File: src/sv/rsmst_pkg.sv
// Shared types and constants for the range sum / range minimum segment tree.
// Holds operation codes, the controller command and status structs and the
// signed minimum helper. Depends on nothing.
`timescale 1ns / 1ps
`default_nettype none

package rsmst_pkg;

	// Fixed widths of the item fields.
	localparam int DATA_W  = 32;
	localparam int FIELD_W = 11;
	localparam int FUNC_W  = 2;

	// Operation codes carried on func.
	localparam logic [FUNC_W-1:0] FUNC_UPDATE = 2'd0;
	localparam logic [FUNC_W-1:0] FUNC_SUM    = 2'd1;
	localparam logic [FUNC_W-1:0] FUNC_MIN    = 2'd2;

	// Minimum over an empty range.
	localparam logic [DATA_W-1:0] INT_MAX = 32'h7FFF_FFFF;

	// Commands from the controller to the datapath.
	typedef struct packed {
		logic load;     // latch the accepted item
		logic clr_wr;   // write zero at the clear pointer
		logic leaf_wr;  // write the leaf, read its sibling
		logic up_step;  // write the parent, climb one level, read next sibling
		logic rd_lo;    // read node at the low end, advance it
		logic rd_hi;    // step the high end back, read that node
		logic acc_en;   // fold the read node into the accumulator
		logic shift;    // move both query ends up one level
		logic finish;   // register the result and pulse done
	} rsmst_cmd_t;

	// Status from the datapath to the controller.
	typedef struct packed {
		logic is_upd;
		logic is_query;
		logic bad;
		logic lo_lt_hi;
		logic lo_odd;
		logic hi_odd;
		logic k_is_root;
		logic parent_is_root;
		logic clr_last;
	} rsmst_stat_t;

	// Signed minimum of two 32-bit values.
	function automatic logic [DATA_W-1:0] smin(input logic [DATA_W-1:0] a,
			input logic [DATA_W-1:0] b);
		smin = ($signed(a) <= $signed(b)) ? a : b;
	endfunction

endpackage

`default_nettype wire

File: src/sv/rsmst_ctrl.sv
// Controller state machine of the segment tree: clear sweep, update climb
// and query walk. Depends on rsmst_pkg for the command and status structs.
`timescale 1ns / 1ps
`default_nettype none

module rsmst_ctrl
	import rsmst_pkg::*;
(
	input  wire logic        clk,
	input  wire logic        arst_n,
	input  wire logic        start,
	input  wire rsmst_stat_t st,
	output      rsmst_cmd_t  cmd,
	output      logic        busy
);

	localparam logic [2:0] S_CLEAR   = 3'd0;
	localparam logic [2:0] S_IDLE    = 3'd1;
	localparam logic [2:0] S_CHECK   = 3'd2;
	localparam logic [2:0] S_U_CLIMB = 3'd3;
	localparam logic [2:0] S_Q_TEST  = 3'd4;
	localparam logic [2:0] S_Q_LO    = 3'd5;
	localparam logic [2:0] S_Q_HI    = 3'd6;
	localparam logic [2:0] S_DONE    = 3'd7;

	logic [2:0] state_q;
	logic [2:0] state_d;

	// State register; reset starts the clear sweep.
	always_ff @(posedge clk or negedge arst_n) begin
		if (!arst_n) begin
			state_q <= S_CLEAR;
		end else begin
			state_q <= state_d;
		end
	end

	// Next state and command decode.
	always_comb begin
		state_d = state_q;
		cmd     = '0;
		case (state_q)
			S_CLEAR: begin
				cmd.clr_wr = 1'b1;
				if (st.clr_last) begin
					state_d = S_IDLE;
				end
			end
			S_IDLE: begin
				if (start) begin
					cmd.load = 1'b1;
					state_d  = S_CHECK;
				end
			end
			S_CHECK: begin
				if (st.bad || !(st.is_upd || st.is_query)) begin
					state_d = S_DONE;
				end else if (st.is_upd) begin
					cmd.leaf_wr = 1'b1;
					state_d     = st.k_is_root ? S_DONE : S_U_CLIMB;
				end else begin
					state_d = S_Q_TEST;
				end
			end
			S_U_CLIMB: begin
				cmd.up_step = 1'b1;
				if (st.parent_is_root) begin
					state_d = S_DONE;
				end
			end
			S_Q_TEST: begin
				if (!st.lo_lt_hi) begin
					state_d = S_DONE;
				end else if (st.lo_odd) begin
					cmd.rd_lo = 1'b1;
					state_d   = S_Q_LO;
				end else if (st.hi_odd) begin
					cmd.rd_hi = 1'b1;
					state_d   = S_Q_HI;
				end else begin
					cmd.shift = 1'b1;
				end
			end
			S_Q_LO: begin
				// The high end is tested after the low end has moved.
				cmd.acc_en = 1'b1;
				if (st.hi_odd) begin
					cmd.rd_hi = 1'b1;
					state_d   = S_Q_HI;
				end else begin
					cmd.shift = 1'b1;
					state_d   = S_Q_TEST;
				end
			end
			S_Q_HI: begin
				cmd.acc_en = 1'b1;
				cmd.shift  = 1'b1;
				state_d    = S_Q_TEST;
			end
			S_DONE: begin
				cmd.finish = 1'b1;
				state_d    = S_IDLE;
			end
			default: begin
				state_d = S_IDLE;
			end
		endcase
	end

	assign busy = (state_q != S_IDLE);

endmodule

`default_nettype wire

File: config.mk
export PLATFORM = sky130hd
export DESIGN_NAME = rsmst_ctrl
export DESIGN_NICKNAME = d
export VERILOG_FILES = /design/src/sv/rsmst_pkg.sv /design/src/sv/rsmst_ctrl.sv
export SDC_FILE = /design/constraint.sdc
export NUM_CORES = 1
export LEC_CHECK = 0
export BUFFER_PORTS_ARGS = -buffer_cell sky130_fd_sc_hd__buf_4
export CAP_MARGIN = 0
export CORE_MARGIN = 5
export CORE_UTILIZATION = 25
export CTS_CLUSTER_SIZE = 28
export DETAILED_ROUTE_END_ITERATION = 10
export RECOVER_POWER = 100
export SYNTH_ARGS = -nofsm -noshare
export SYNTH_HDL_FRONTEND = slang
export SYNTH_SLANG_ARGS = --single-unit
File: constraint.sdc
create_clock -name clk -period 1.3 [get_ports clk]
set_clock_uncertainty 0.05 [all_clocks]
set_input_delay 0 -clock clk [delete_from_list [all_inputs] [get_ports clk]]
set_output_delay 0 -clock clk [all_outputs]
set_load 0.02 [all_outputs]
==> impl_metrics.py <==
metrics = {
    "yosys": {
        "synth.distinct_cells": 23,
        "yosys-top-cells-area": "dfrtp_1, nand2_1, nor2_1",
        "ys_async_sr_fraction_pct": 100,
        "synth_most_common_cell": "nand2_1",
        "synth_common_cells": "nand2_1, nor2_1, a21oi_1, nand2b_1, nor3_1",
        "synth_top_cell_by_area": "dfrtp_1",
        "netlist_area_sq_um": 352,
        "seq_area_frac_synth_pct": 21.4,
        "synth_seq_cells": 3,
        "synth_nets": 66,
        "yosysWarnings": 0,
        "synth_edf_count": 0,
        "syn_inst": 54,
        "synth_ff_type": "dfrtp_1",
        "syn_area_per_cell_sq_um": 6.51,
        "synth_top_area_share_pct": 21.4,
    },
    "power": {
        "power_mw": 1.42,
        "leakagePower_nw": 0.314,
        "switching_share_pct": 45.1,
        "ir_drop_mv": 0.699,
        "power.switching_uw": 642,
        "power_frac_comb_pct": 72.6,
        "clkPwrFrac_pct": 11.4,
        "pwr-share-seq_pct": 15.9,
        "p_per_area_nw_per_um2": 2240,
        "intPower_uw": 781,
    },
    "routing": {
        "num_vias": 497,
        "drtPass1Iterations": 4,
        "vias_per_cell": 4.87,
        "ant_nets": 0,
        "wire_per_inst_um": 10.6,
        "drc": 0,
        "routed_wl_mm": 1.09,
        "drt_iter0_drc": 4,
    },
    "floorplanning": {
        "die_area_sq_um": 2260,
        "start_util_pct": 26.7,
        "design.core.area_sq_um": 1320,
        "rows": 13,
        "ios": 22,
        "dieHeight_um": 47.5,
        "die_x_um": 47.5,
    },
    "cts": {
        "cts_root_buf": "clkbuf_4",
        "clock_path_buffers": 2,
        "tritoncts": "built",
        "htreeDepth": 1,
        "numCtsBuffers": 3,
        "clk_latency_ps": 230,
        "clk_pin_slew_worst_paths_ps": 40,
        "clock-sinks": 3,
    },
    "sta": {
        "clock.fmax_mhz": 746,
        "fin_crit_ps": 1340,
        "final-hold-violation-count": 0,
        "drv_slew": 0,
        "rsz0062_at_grt": "yes",
        "relSlewSlack_pct": 87.7,
        "hold_ws_ps": 49.7,
        "finalSetupViolCount": 1,
        "worst_slack_ps": -39.8,
        "worst_pin_slew_ps": 184,
        "fin_crit_sh_pct": 103,
    },
    "layout": {
        "areaGrowthSynthToFinish_pct": 80.4,
        "drive_above_1_share_pct": 46.0,
        "final_cells": 102,
        "diodes": 0,
        "top_regs": "state_q: 3 flops",
        "largest_reg_flops": 3,
        "nets": 100,
        "regMostFlops": "state_q",
    },
    "placed_design": {
        "dp_hpwl_um": 829,
        "gp_congestion": 0.766,
        "portBuffers": 21,
        "placed_cells": 91,
    },
    "setup_path": {
        "worstSetupPathType": "flip-flop to output pin",
        "cp.required_ps": 1250,
        "critPathLaunchType": "flip-flop",
        "end_kind": "output pin",
        "worstPathArrival_ps": 1290,
        "path_max_fanout": 6,
    },
    "global_routing": {
        "grt_usage_pct": 10.8,
        "antenna_found_initial": 0,
        "grt_pass1_vias": 436,
        "gr-total-overflow": 0,
        "grt_start_max_net_pins": 10,
        "grt_pass1_wl_mm": 1.77,
    },
    "flow_run": {
        "drv_cap": 0,
    },
    "min_path": {
        "hold_class": "primary input to asynchronous set/reset pin",
    },
    "status": {
        "status": "complete, but fails checks",
        "violations": "setup timing",
    },
}
[power by group through the flow]
stage,logic (mW),clock network (mW),registers [mW]
final,1.03,0.163,0.227
after global routing,1.12,0.180,0.238
after CTS,1.03,0.169,0.224
after detailed placement,0.874,0,0.224
after global placement,0.879,0,0.221
after floorplan,0.617,0,0.180
[layout make-up]
type / count / area [sq um]
Clock buffer: 4 / 26.3
Fill cell: 129 / 683
Inverter: 3 / 11.3
Multi-Input combinational cell: 44 / 254
Sequential cell: 3 / 77.6
Tap cell: 15 / 18.8
Timing Repair Buffer: 33 / 246
[through the flow]
stage          util [%]  TNS (ps)  area [sq um]  setup slack [ps]
2_1_floorplan         -         0           352              65.4
4_1_cts            48.2     -54.8           636             -54.8
3_3_place_gp       40.9         0           539              89.0
5_1_grt            48.1      -352           634             -99.9
3_5_place_dp       40.9         0           539              59.6
6_report           48.1     -39.8           634             -39.8
[kinds of logic (layout without fill, tap and decap cells)]
logic type | after synthesis | after routing | share of synthesized area (%)
simple gates | 30 | 30 | 41.6
compound gates | 14 | 14 | 26.3
flops | 3 | 3 | 21.4
buf+inv | 7 | 40 | 10.7
[worst max-delay path: stages, from the launching register on]
cell	delay (ps)
dfrtp_2	430
nand2b_4	160
or2_1	230
nor2_1	100
buf_4	150
[final timing paths]
check | startpoint | to | slack (ps) | cells past startpoint
setup / recovery | state_q[1] | cmd[8] | -40 | 4
hold / removal | arst_n | state_q[2] | 50 | 2
setup reg to reg | state_q[2] | state_q[1] | 80 | 5
hold reg to reg | state_q[1] | state_q[0] | 660 | 3
max in group asynchronous | arst_n | state_q[0] | 990 | 2
min in group clk | st[0] | state_q[0] | 50 | 5
[repair_timing]
action | in CTS | in global routing
resized for setup | 4 | 1
hold buffers | 2 | 0
setup buffers | 5 | 0
endpoints found under the setup margin | 6 | 9
hold endpoints to repair | 4 | 0
[cell usage in the layout, fill, tap and decap left out, types with 2 or more instances in the layout]
cell type       n
buf_4          29
clkbuf_1        2
dfrtp_2         2
nor2_1          6
nand2b_1        3
inv_1           2
o21ai_1         2
or3_1           2
clkbuf_4        3
a21oi_1         4
nor3_1          4
a31oi_1         3
dlygate4sd3_1   2
nand2_1         8
[per-layer routing]
layer | part of all wire, % | track usage [%]
met5 | 0 | 0
met2 | 47 | 17.9
met3 | 9.2 | 4.14
met4 | 0 | 1.66
met1 | 44 | 13.4
(Power assumes the default switching activity.)
